**config.mk**
```make
export PLATFORM = sky130hd
export DESIGN_NAME = daisy_chain_display_link_flat
export DESIGN_NICKNAME = d
export VERILOG_FILES = /design/src/sv/dcdl_pkg.sv /design/src/sv/dcdl_if.sv /design/src/sv/dcdl_step.sv /design/src/sv/dcdl_out.sv /design/src/sv/daisy_chain_display_link.sv /design/src/flat_wrapper.sv
export SDC_FILE = /design/constraint.sdc
export NUM_CORES = 1
export LEC_CHECK = 0
export ABC_CLOCK_PERIOD_IN_PS = 5000
export BUFFER_PORTS_ARGS = -buffer_cell sky130_fd_sc_hd__buf_2
export CAP_MARGIN = 10
export CORE_ASPECT_RATIO = 0.7
export CORE_MARGIN = 2
export CORE_UTILIZATION = 45
export CTS_CLUSTER_SIZE = 24
export DETAILED_ROUTE_END_ITERATION = 6
export MAX_ROUTING_LAYER = met4
export PLACE_DENSITY = 0.71
export SYNTH_ARGS = -nofsm -noshare
export SYNTH_HDL_FRONTEND = slang
export SYNTH_SLANG_ARGS = --single-unit
```
**constraint.sdc**
```tcl
create_clock -name clk -period 5 [get_ports clk]
set_input_delay 1 -clock clk [delete_from_list [all_inputs] [get_ports clk]]
set_output_delay 1 -clock clk [all_outputs]
set_load 0.01 [all_outputs]
```
**src/sv/dcdl_pkg.sv**
```systemverilog
// ---------------------------------------------------------------------------
// dcdl_pkg
// Shared types and codes for the daisy chain display link.
// ---------------------------------------------------------------------------
package dcdl_pkg;

    localparam int ROW_CHARS   = 10;
    localparam int POS_W       = 5;
    localparam int KIND_W      = 3;
    localparam int MAX_RESULTS = 3;

    // link command and payload type bytes
    localparam logic [7:0] CMD_ASSIGN  = 8'h00;
    localparam logic [7:0] CMD_FRAME   = 8'h01;
    localparam logic [7:0] TYPE_CHARS  = 8'h01;
    localparam logic [7:0] TYPE_BRIGHT = 8'h02;

    typedef enum logic [KIND_W-1:0] {
        K_TX      = 3'd0,
        K_SHOW    = 3'd1,
        K_CHAR    = 3'd2,
        K_REFRESH = 3'd3,
        K_BRIGHT  = 3'd4
    } kind_t;

    typedef struct packed {
        kind_t            kind;
        logic [7:0]       value;
        logic [POS_W-1:0] position;
    } res_t;

    // all results caused by one link byte
    typedef struct packed {
        res_t [MAX_RESULTS-1:0] item;
        logic [1:0]             count;
    } bundle_t;

endpackage

```
**src/sv/dcdl_if.sv**
```systemverilog
// ---------------------------------------------------------------------------
// dcdl_if
// Valid/ready channels: link bytes in, display results out.
// ---------------------------------------------------------------------------
interface dcdl_byte_if;
    logic       valid;
    logic       ready;
    logic [7:0] rx_byte;

    modport source (output valid, output rx_byte, input ready);
    modport sink   (input valid, input rx_byte, output ready);
endinterface

interface dcdl_result_if;
    logic                              valid;
    logic                              ready;
    logic [dcdl_pkg::KIND_W-1:0]       kind;
    logic [7:0]                        value;
    logic [dcdl_pkg::POS_W-1:0]        position;
    logic                              last;

    modport source (output valid, output kind, output value, output position,
                    output last, input ready);
    modport sink   (input valid, input kind, input value, input position,
                    input last, output ready);
endinterface

```
**src/sv/dcdl_step.sv**
```systemverilog
// ---------------------------------------------------------------------------
// dcdl_step
// Protocol state machine: one step per accepted link byte, builds the
// bundle of results that the byte causes.
// ---------------------------------------------------------------------------
module dcdl_step (
    input  logic              clk,
    input  logic              rst_n,
    input  logic              accept,
    input  logic [7:0]        rx_byte,
    output dcdl_pkg::bundle_t bundle
);
    import dcdl_pkg::*;

    typedef enum logic [1:0] {
        PH_WAIT_INIT,
        PH_WAIT_ID,
        PH_READY,
        PH_RECEIVING
    } phase_t;

    phase_t           phase_reg,  phase_next;
    logic [8:0]       count_reg,  count_next;
    logic [7:0]       node_reg,   node_next;
    logic [7:0]       len_reg,    len_next;
    logic             fwd_reg,    fwd_next;
    logic [7:0]       type_reg,   type_next;
    logic [7:0]       bright_reg, bright_next;
    logic [POS_W-1:0] col_reg,    col_next;
    logic             row_reg,    row_next;

    logic [1:0] n;
    logic [8:0] count_inc;
    logic       col_wrap;

    assign col_wrap = (col_reg == POS_W'(ROW_CHARS - 1));

    always_comb
    begin
        phase_next  = phase_reg;
        count_next  = count_reg;
        node_next   = node_reg;
        len_next    = len_reg;
        fwd_next    = fwd_reg;
        type_next   = type_reg;
        bright_next = bright_reg;
        col_next    = col_reg;
        row_next    = row_reg;
        bundle      = '0;
        n           = 2'd0;
        count_inc   = count_reg + 9'd1;

        case (phase_reg)
            PH_WAIT_INIT:
            begin
                if (rx_byte == CMD_ASSIGN)
                    phase_next = PH_WAIT_ID;
            end
            PH_WAIT_ID:
            begin
                node_next = rx_byte;
                bundle.item[0] = '{kind: K_SHOW, value: rx_byte, position: '0};
                bundle.item[1] = '{kind: K_TX, value: CMD_ASSIGN, position: '0};
                bundle.item[2] = '{kind: K_TX, value: rx_byte + 8'd1, position: '0};
                n = 2'd3;
                phase_next = PH_READY;
            end
            PH_READY:
            begin
                if (rx_byte == CMD_ASSIGN)
                    phase_next = PH_WAIT_ID;
                else if (rx_byte == CMD_FRAME)
                begin
                    phase_next = PH_RECEIVING;
                    count_next = 9'd0;
                end
            end
            PH_RECEIVING:
            begin
                if (count_reg == 9'd0)
                begin
                    fwd_next = (rx_byte != node_reg);
                    if (fwd_next)
                    begin
                        bundle.item[0] = '{kind: K_TX, value: CMD_FRAME, position: '0};
                        bundle.item[1] = '{kind: K_TX, value: rx_byte, position: '0};
                        n = 2'd2;
                    end
                end
                else if (count_reg == 9'd1)
                begin
                    len_next = rx_byte;
                    if (fwd_reg)
                    begin
                        bundle.item[0] = '{kind: K_TX, value: rx_byte, position: '0};
                        n = 2'd1;
                    end
                end
                else if (fwd_reg)
                begin
                    bundle.item[0] = '{kind: K_TX, value: rx_byte, position: '0};
                    n = 2'd1;
                end
                else if (count_reg == 9'd2)
                begin
                    // payload type byte, character index restarts
                    type_next = rx_byte;
                    col_next  = '0;
                    row_next  = 1'b0;
                end
                else
                begin
                    if (count_reg == 9'd3)
                        bright_next = rx_byte;
                    // the last payload byte of a character frame is not shown
                    if (type_reg == TYPE_CHARS && count_reg <= {1'b0, len_reg})
                    begin
                        bundle.item[0] = '{kind: K_CHAR, value: rx_byte,
                            position: row_reg ? POS_W'(ROW_CHARS) + col_reg : col_reg};
                        n = 2'd1;
                    end
                    col_next = col_wrap ? '0 : col_reg + POS_W'(1);
                    row_next = row_reg | col_wrap;
                end

                count_next = count_inc;
                if (count_inc >= {1'b0, len_next} + 9'd2)
                begin
                    if (!fwd_next && len_next != 8'd0)
                    begin
                        if (type_next == TYPE_CHARS)
                        begin
                            bundle.item[n] = '{kind: K_REFRESH, value: 8'd0, position: '0};
                            n = n + 2'd1;
                        end
                        else if (type_next == TYPE_BRIGHT && len_next >= 8'd2)
                        begin
                            bundle.item[n] = '{kind: K_BRIGHT, value: bright_next,
                                               position: '0};
                            n = n + 2'd1;
                        end
                    end
                    phase_next = PH_READY;
                end
            end
            default:
            begin
                phase_next = PH_WAIT_INIT;
            end
        endcase
        bundle.count = n;
    end

    always_ff @(posedge clk or negedge rst_n)
    begin
        if (!rst_n)
        begin
            phase_reg  <= PH_WAIT_INIT;
            count_reg  <= '0;
            node_reg   <= '0;
            len_reg    <= '0;
            fwd_reg    <= 1'b0;
            type_reg   <= '0;
            bright_reg <= '0;
            col_reg    <= '0;
            row_reg    <= 1'b0;
        end
        else if (accept)
        begin
            phase_reg  <= phase_next;
            count_reg  <= count_next;
            node_reg   <= node_next;
            len_reg    <= len_next;
            fwd_reg    <= fwd_next;
            type_reg   <= type_next;
            bright_reg <= bright_next;
            col_reg    <= col_next;
            row_reg    <= row_next;
        end
    end

endmodule

```
**src/sv/dcdl_out.sv**
```systemverilog
// ---------------------------------------------------------------------------
// dcdl_out
// Result register: holds one byte's results and sends them one per cycle while disp is ready.
// ---------------------------------------------------------------------------
module dcdl_out (
    input  logic                 clk,
    input  logic                 rst_n,
    input  dcdl_pkg::bundle_t    bundle,
    input  logic                 load,
    output logic                 can_load,
    dcdl_result_if.source        disp
);
    import dcdl_pkg::*;

    bundle_t    bundle_reg;
    logic [1:0] idx_reg;
    logic       valid_reg;
    logic       is_last;
    res_t       cur;

    assign cur     = bundle_reg.item[idx_reg];
    assign is_last = (idx_reg == bundle_reg.count - 2'd1);

    assign disp.valid    = valid_reg;
    assign disp.kind     = cur.kind;
    assign disp.value    = cur.value;
    assign disp.position = cur.position;
    assign disp.last     = is_last;

    // free now, or the final result leaves at this edge
    assign can_load = !valid_reg || (disp.ready && is_last);

    always_ff @(posedge clk or negedge rst_n)
    begin
        if (!rst_n)
        begin
            valid_reg <= 1'b0;
            idx_reg   <= '0;
        end
        else if (load)
        begin
            valid_reg <= 1'b1;
            idx_reg   <= '0;
        end
        else if (valid_reg && disp.ready)
        begin
            if (is_last)
                valid_reg <= 1'b0;
            else
                idx_reg <= idx_reg + 2'd1;
        end
    end

    always_ff @(posedge clk)
    begin
        if (load)
            bundle_reg <= bundle;
    end

endmodule

```
**src/sv/daisy_chain_display_link.sv**
```systemverilog
// ---------------------------------------------------------------------------
// daisy_chain_display_link
// Link byte receiver for a daisy-chained character display node.
// ---------------------------------------------------------------------------
//   channel  dir  payload                         accepted when
//   link     in   rx_byte[7:0]                    valid && ready
//   disp     out  kind, value, position, last     valid && ready
//
// An accepted byte's results appear in the result register at the
// next edge, then leave one per cycle while disp is ready; a byte
// with no results loads nothing into the result register.
// A byte is accepted in the cycle its predecessor's last result leaves.
// Reset clears the protocol state; the node waits for ID assignment.
// A stall on disp holds the current result and blocks new link requests.
// ---------------------------------------------------------------------------
module daisy_chain_display_link (
    input  logic          clk,
    input  logic          rst_n,
    dcdl_byte_if.sink     link,
    dcdl_result_if.source disp
);
    import dcdl_pkg::*;

    bundle_t  bundle;
    logic     load;
    logic     can_load;
    logic     accept;

    assign link.ready = can_load;
    assign accept     = link.valid && link.ready;
    assign load       = accept && (bundle.count != 2'd0);

    dcdl_step u_step (
        .clk     (clk),
        .rst_n   (rst_n),
        .accept  (accept),
        .rx_byte (link.rx_byte),
        .bundle  (bundle)
    );

    dcdl_out u_out (
        .clk      (clk),
        .rst_n    (rst_n),
        .bundle   (bundle),
        .load     (load),
        .can_load (can_load),
        .disp     (disp)
    );

    a_free_on_last: assert property (@(posedge clk) disable iff (!rst_n)
        disp.valid && disp.ready && disp.last |-> link.ready)
        else $error("link stalled while last result leaves");

    a_result_follows: assert property (@(posedge clk) disable iff (!rst_n)
        load |=> disp.valid)
        else $error("accepted request produced no result");

    a_kind_range: assert property (@(posedge clk) disable iff (!rst_n)
        disp.valid |-> disp.kind <= K_BRIGHT)
        else $error("result kind out of range");

    a_pos_only_char: assert property (@(posedge clk) disable iff (!rst_n)
        disp.valid && disp.kind != K_CHAR |-> disp.position == '0)
        else $error("position set on non-character result");

endmodule
```
**src/flat_wrapper.sv**
```systemverilog
// flat-port wrapper written by rule: the top's interface ports become plain ports
module daisy_chain_display_link_flat import dcdl_pkg::*;
  (clk, rst_n, link_valid, link_rx_byte, link_ready, disp_valid, disp_kind, disp_value, disp_position, disp_last, disp_ready);
  dcdl_byte_if link_i ();
  dcdl_result_if disp_i ();
  input  logic clk;
  input  logic rst_n;
  input wire logic [$bits(link_i.valid)-1:0] link_valid;
  input wire logic [$bits(link_i.rx_byte)-1:0] link_rx_byte;
  output wire logic [$bits(link_i.ready)-1:0] link_ready;
  output wire logic [$bits(disp_i.valid)-1:0] disp_valid;
  output wire logic [$bits(disp_i.kind)-1:0] disp_kind;
  output wire logic [$bits(disp_i.value)-1:0] disp_value;
  output wire logic [$bits(disp_i.position)-1:0] disp_position;
  output wire logic [$bits(disp_i.last)-1:0] disp_last;
  input wire logic [$bits(disp_i.ready)-1:0] disp_ready;
  assign link_i.valid = link_valid;
  assign link_i.rx_byte = link_rx_byte;
  assign link_ready = link_i.ready;
  assign disp_valid = disp_i.valid;
  assign disp_kind = disp_i.kind;
  assign disp_value = disp_i.value;
  assign disp_position = disp_i.position;
  assign disp_last = disp_i.last;
  assign disp_i.ready = disp_ready;
  daisy_chain_display_link u_core (.clk(clk), .rst_n(rst_n), .link(link_i), .disp(disp_i));
endmodule
```
==> results of run 1 <==
## kinds of logic (layout without fill, tap and decap cells)
family                   Yosys count  in the layout
XOR/XNOR                          31             31
buffers and inverters             46             74
adder cells (fa/ha/maj)           28             28
AO/OA/AOI/OAI                     89             89
flip-flops                        91             91
other                              1              3
AND/OR/NAND/NOR                  165            165
multiplexers                      49             49
## critical path, cell delays in order, from the launching register on
cell and delay, ns:
dfrtp_1 0.47, inv_1 0.14, ha_1 0.34, nand4b_1 0.22, buf_4 0.24, nor2_1 0.11
a21oi_1 0.07, or3_1 0.41, nand2b_1 0.18, xnor2_1 0.14, ha_1 0.29, o2111ai_1 0.11
a21oi_1 0.16, o22a_1 0.29, o211ai_2 0.19, a41oi_4 0.28, buf_12 0.25
## synthesized netlist by cell type, types with 16 or more instances
library cell,n
nand2_1,38
nor2_1,30
inv_1,24
ha_1,28
xnor2_1,16
o21ai_0,30
edfxtp_1,38
and2_1,17
mux2i_1,20
dfrtp_1,53
mux2_2,29
## how the worst max path moves through the flow
stage / start / endpoint / slack [ns] / cells after the start
after floorplan: u_core.u_step.count_reg[0]$_DFFE_PN0P_ / u_core.u_out.bundle_reg[0]$_DFFE_PP_ / 0.27 / 16
after global placement: u_core.u_step.count_reg[0]$_DFFE_PN0P_ / u_core.u_out.bundle_reg[11]$_SDFFCE_PN0P_ / 0.94 / 16
after detailed placement: u_core.u_step.count_reg[0]$_DFFE_PN0P_ / u_core.u_out.bundle_reg[46]$_SDFFCE_PN0P_ / 0.79 / 16
after CTS: u_core.u_step.count_reg[0]$_DFFE_PN0P_ / u_core.u_out.bundle_reg[46]$_SDFFCE_PN0P_ / 0.76 / 16
after global routing: u_core.u_step.count_reg[0]$_DFFE_PN0P_ / u_core.u_out.bundle_reg[46]$_SDFFCE_PN0P_ / 0.39 / 16
final: u_core.u_step.count_reg[0]$_DFFE_PN0P_ / u_core.u_out.bundle_reg[46]$_SDFFCE_PN0P_ / 0.75 / 16
## cell usage in the layout (no fill, tap or decap), types with 4 or more instances in the layout
cell        n
a21oi_1    13
a22o_1     15
and2_1     17
and3_1      5
buf_2      30
clkbuf_16  10
dfrtp_1    53
edfxtp_1   38
ha_1       28
inv_1      24
mux2_2     29
mux2i_1    20
nand2_1    38
nand2b_1    6
nand3_1    15
nand4_1     8
nor2_1     30
nor2b_1     8
nor3_1      9
nor4_1      4
o21ai_0    30
or2_1       4
or3_1       5
xnor2_1    16
xor2_1     15
## routing by layer
layer / vias to the layer above / share of wire / track usage
met3: 16 / 0.062 / 0.0478
li1: 1842 / - / -
met5: - / 0 / -
met1: 1942 / 0.50 / 0.301
met4: 0 / 0.013 / 0.0711
met2: 108 / 0.43 / 0.298
## final cells by class
class	instances	area (sq um)	share of cell area
clock inverter	5	63.8	0.0107
clock buffer	11	264	0.0441
inverter	24	90.1	0.0151
sequential	91	2470	0.413
timing repair buffer	34	193	0.0322
tap	157	196	0.0328
multi-input combinational	365	2710	0.453
## per-stage QoR
| stage | utilization | hold WS, ns | total power, mW |
|---|---|---|---|
| detailed placement | 0.485 | 0.491 | 1.68 |
| floorplan | - | 0.469 | 1.46 |
| global placement | 0.485 | 0.482 | 1.66 |
| global route | 0.514 | 0.520 | 2.54 |
| finish | 0.514 | 0.502 | 2.40 |
| CTS | 0.514 | 0.506 | 2.41 |
## report_power, final
group	internal, mW	switching (mW)
Combinational	0.295	0.391
Sequential	0.861	0.121
Clock	0.436	0.294
==> results_dict.tcl, run 1 <==
set metrics [dict create \
    io_pins 31 \
    fp.dieH_um 95.1 \
    cts_sinks 91 \
    syn_avg_cell_area_sq_um 10.7 \
    crit_fanout 41 \
    post_dp_cell_area_sq_mm 0.00565 \
    rows 33 \
    clock_path_buffers 2 \
    postRouteAntennaNets 0 \
    synth_top_family_by_area "simple AND/OR/NAND/NOR gates" \
    rr_worst_depth 16 \
    synth-seq-area-share 0.463 \
    r2r_start "u_core.u_step.count_reg[0]$_DFFE_PN0P_" \
    vdd_ir_drop_max_uv 214 \
    synth_compound_area_frac 0.122 \
    grt_max_degree 54 \
    dr.pass1.iters 6 \
    wl_per_cell_um 17.6 \
    synth.largest_area_cell "dfrtp_1" \
    grtUsageTotal 0.211 \
    netlist_top_cells_area "dfrtp_1 25%, edfxtp_1 21%, ha_1 6.6%" \
    relSlewSlack 0.439 \
    grt_pass1_vias 3804 \
    crit_type "flip-flop to flip-flop" \
    synthCells 500 \
    hpwl_um 8670 \
    hold_path.class "flip-flop to flip-flop" \
    nets 565 \
    place_congestion 0.858 \
    synth.distinct_cells 59 \
    start_kind "flip-flop" \
    cts_tree "yes" \
    via_per_inst 5.69 \
    clock_latency_ns 0.35 \
    worstHoldStart "u_core.u_step.node_reg[1]$_DFFE_PN0P_" \
    p_leak_nw 2.62 \
    ff2ff_setup_slack_ns 0.75 \
    ys.flop_type "dfrtp_1" \
    drt_iter0_drc 286 \
    ctsResizeCount 0 \
    htree_levels 3 \
    clock_skew_ns 0.00784 \
    whs_path_depth 2 \
    setup-violations-final 0 \
    synth_xor_area_frac 0.0509 \
    finalSetupTns_ns 0 \
    fillers 1042 \
    reg2reg_to "u_core.u_out.bundle_reg[46]$_SDFFCE_PN0P_" \
    critical_path_required_ns 5.03 \
    place_ws_ns 0.793 \
    vias 3908 \
    grt_pass1_wl_um 20100 \
    drive_above_1_share 0.181 \
    stdcell_count 687 \
    cts_made_buffers 9 \
    end_kind "flip-flop" \
    antenna_found_initial 0 \
    synth-simple-area-share 0.166 \
    path_clk_slew_ns 0.06 \
    setup_ws_ns 0.747 \
    post-cts-setup-buffers 0 \
    synth_top_cell_area_share 0.249 \
    dp.cells 671 \
    syn_area_sq_mm 0.00533 \
    min_to "u_core.u_step.node_reg[1]$_DFFE_PN0P_" \
    design_area_sq_mm 0.00598 \
    coreArea_sq_mm 0.0116 \
    post-route-min-period_ns 4.25 \
    status "finished clean" \
    cts-root-buf "clkbuf_16" \
    cap_viol_max_count 0 \
    hold_buffers 0 \
    antenna_cells 0 \
    rsz0062_at_grt "false" \
    ys_seq_elements 91 \
    largest_register_ffs 38 \
    die_w_um 134 \
    synthAdderAreaFrac 0.0657 \
    grt_overflow_total 0 \
    synth.area.mux_share 0.0988 \
    slew_viol_final 0 \
    fin_crit_sh 0.851 \
    arrival_ns 4.29 \
    port_buffers 30 \
    ys_warn_count 0 \
    pwr_density_cell_mw_per_mm2 401 \
    worstMarginPinSlew_ns 0.841 \
    drc 0 \
    wirelength_um 12100 \
    area_growth_pct 12.2 \
    synth-edff-count 38 \
    async_flop_share 0.582 \
    finalHoldViolCount 0 \
    start_util 0.458 \
    dieArea_sq_mm 0.0128 \
    fmax_mhz 235 \
]
Power figures use the tool's default switching activity.
==> run 2: changes to the inputs <==
PLACE_DENSITY = 0.62   (was 0.71)
==> run 2 against run 1 <==
  * Die area is the same
  * Clock power shrank 4.9%
  * Highest routed layer unchanged
  * Cell count grew 0.15%
  * Maximum frequency shrank 7.7%
  * Flip-flop and latch count is the same
  * Critical path type unchanged
  * Via count shrank 2.3%
  * Sequential share of layout area grew 0.14 points
  * Routed wire length shrank 1.5%
  * Worst hold slack gained 0.0080 ns
  * Count of clock-buffer cells in the layout shrank 1
==> results_dict.tcl, run 2 (synthesized netlist as in run 1, its figures left out) <==
set metrics [dict create \
    via_per_inst 5.55 \
    dr.pass1.iters 4 \
    layout_common_cells "53 x dfrtp_1, 38 x nand2_1, 38 x edfxtp_1" \
    hpwl_um 8620 \
    grt_use_met2 0.299 \
    final_common_cell "dfrtp_1" \
    grt_overflow_total 0 \
    grt_pass1_wl_um 19600 \
    critical_path_required_ns 5.01 \
    nets 566 \
    grt_pass1_vias 3742 \
    clock_path_buffers 2 \
    met3_usage 0.0383 \
    htree_levels 3 \
    grt_max_degree 54 \
    ff2ff_setup_slack_ns 0.39 \
    cts_sinks 91 \
    setup-violations-final 0 \
    end_kind "flip-flop" \
    antenna_cells 0 \
    pwr_density_cell_mw_per_mm2 395 \
    status "finished clean" \
    wirelength_um 11900 \
    place_congestion 0.881 \
    p_leak_nw 2.62 \
    cts_tree "yes" \
    rr_worst_depth 15 \
    drc 0 \
    fp.dieH_um 95.1 \
    worstMarginPinSlew_ns 0.834 \
    ctsResizeCount 0 \
    grtUsageTotal 0.205 \
    start_kind "flip-flop" \
    relSlewSlack 0.441 \
    port_buffers 30 \
    wl_per_cell_um 17.3 \
    use_met1 0.298 \
    start_util 0.458 \
    postRouteAntennaNets 0 \
    dieArea_sq_mm 0.0128 \
    whs_path_depth 1 \
    slew_viol_final 0 \
    clock_latency_ns 0.34 \
    post-route-util 0.512 \
    finalHoldViolCount 0 \
    grt.busiest_layer "met2" \
    rsz0062_at_grt "false" \
    die_w_um 134 \
    largest_register_ffs 38 \
    stdcell_count 688 \
    hold_ws_ns 0.510 \
    hold_path.class "flip-flop to flip-flop" \
    post-cts-setup-buffers 0 \
    hold_buffers 0 \
    rows 33 \
    arrival_ns 4.62 \
    cts_made_buffers 9 \
    post-route-min-period_ns 4.61 \
    vdd_ir_drop_max_uv 196 \
    fmax_mhz 217 \
    crit_fanout 27 \
    fin_crit_sh 0.921 \
    crit_type "flip-flop to flip-flop" \
    coreArea_sq_mm 0.0116 \
    clock_skew_ns 0.00611 \
    dp.cells 672 \
    drt_iter0_drc 242 \
    io_pins 31 \
    antenna_found_initial 0 \
    vias 3820 \
    path_clk_slew_ns 0.07 \
    finalSetupTns_ns 0 \
    area_growth_pct 11.8 \
    cts-root-buf "clkbuf_16" \
    drive_above_1_share 0.183 \
    cap_viol_max_count 0 \
]
-- run 2: where the power goes --
part	switching, mW	internal [mW]
combinational	0.385	0.293
clock	0.314	0.381
sequential	0.121	0.861
-- run 2: layout make-up --
type	instances	area, sq um
flip-flops and latches	91	2470
inverters	24	90.1
well taps	157	196
clock inverters	6	62.6
clock buffers	10	250
multi-input cells	365	2710
fillers	1105	5680
repair buffers	35	188
-- run 2: worst paths after layout --
kind,from,endpoint
worst max-delay path,u_core.u_step.count_reg[0]$_DFFE_PN0P_,u_core.u_out.bundle_reg[27]$_SDFFCE_PN0P_
worst min-delay path,u_core.u_step.type_reg[2]$_DFFE_PN0P_,u_core.u_step.type_reg[2]$_DFFE_PN0P_
worst max register to register,u_core.u_step.count_reg[0]$_DFFE_PN0P_,u_core.u_out.bundle_reg[27]$_SDFFCE_PN0P_
worst min register to register,u_core.u_step.type_reg[2]$_DFFE_PN0P_,u_core.u_step.type_reg[2]$_DFFE_PN0P_
max in group asynchronous,rst_n,u_core.u_out.disp.valid$_DFFE_PN0P_
min in group asynchronous,rst_n,u_core.u_step.type_reg[5]$_DFFE_PN0P_
-- run 2: routing by layer --
| layer | vias up | wire length, um |
|---|---|---|
| li1 | 1845 | - |
| met1 | 1892 | 6020 |
| met2 | 81 | 5180 |
| met3 | 2 | 673 |
| met4 | 0 | 28 |
| met5 | - | 0 |
-- run 2: worst max-delay path: stages (launching register included) --
cell,delay [ns]
dfrtp_1,0.48
inv_1,0.13
ha_1,0.34
nand4b_1,0.58
nor2_1,0.23
a21oi_1,0.09
or3_1,0.42
nand2b_1,0.18
xnor2_1,0.14
ha_1,0.30
o2111ai_1,0.11
a21oi_1,0.14
o22a_1,0.30
o211ai_2,0.20
a41oi_4,0.25
buf_4,0.36
-- run 2: metrics by stage --
stage / total power [mW] / worst slack (ns) / instance area [sq um]
2_1_floorplan: 1.46 / 0.270 / 5340
4_1_cts: 2.38 / 0.412 / 5960
3_3_place_gp: 1.66 / 0.602 / 5650
6_report: 2.35 / 0.394 / 5960
3_5_place_dp: 1.67 / 0.444 / 5650
5_1_grt: 2.50 / 0.102 / 5960
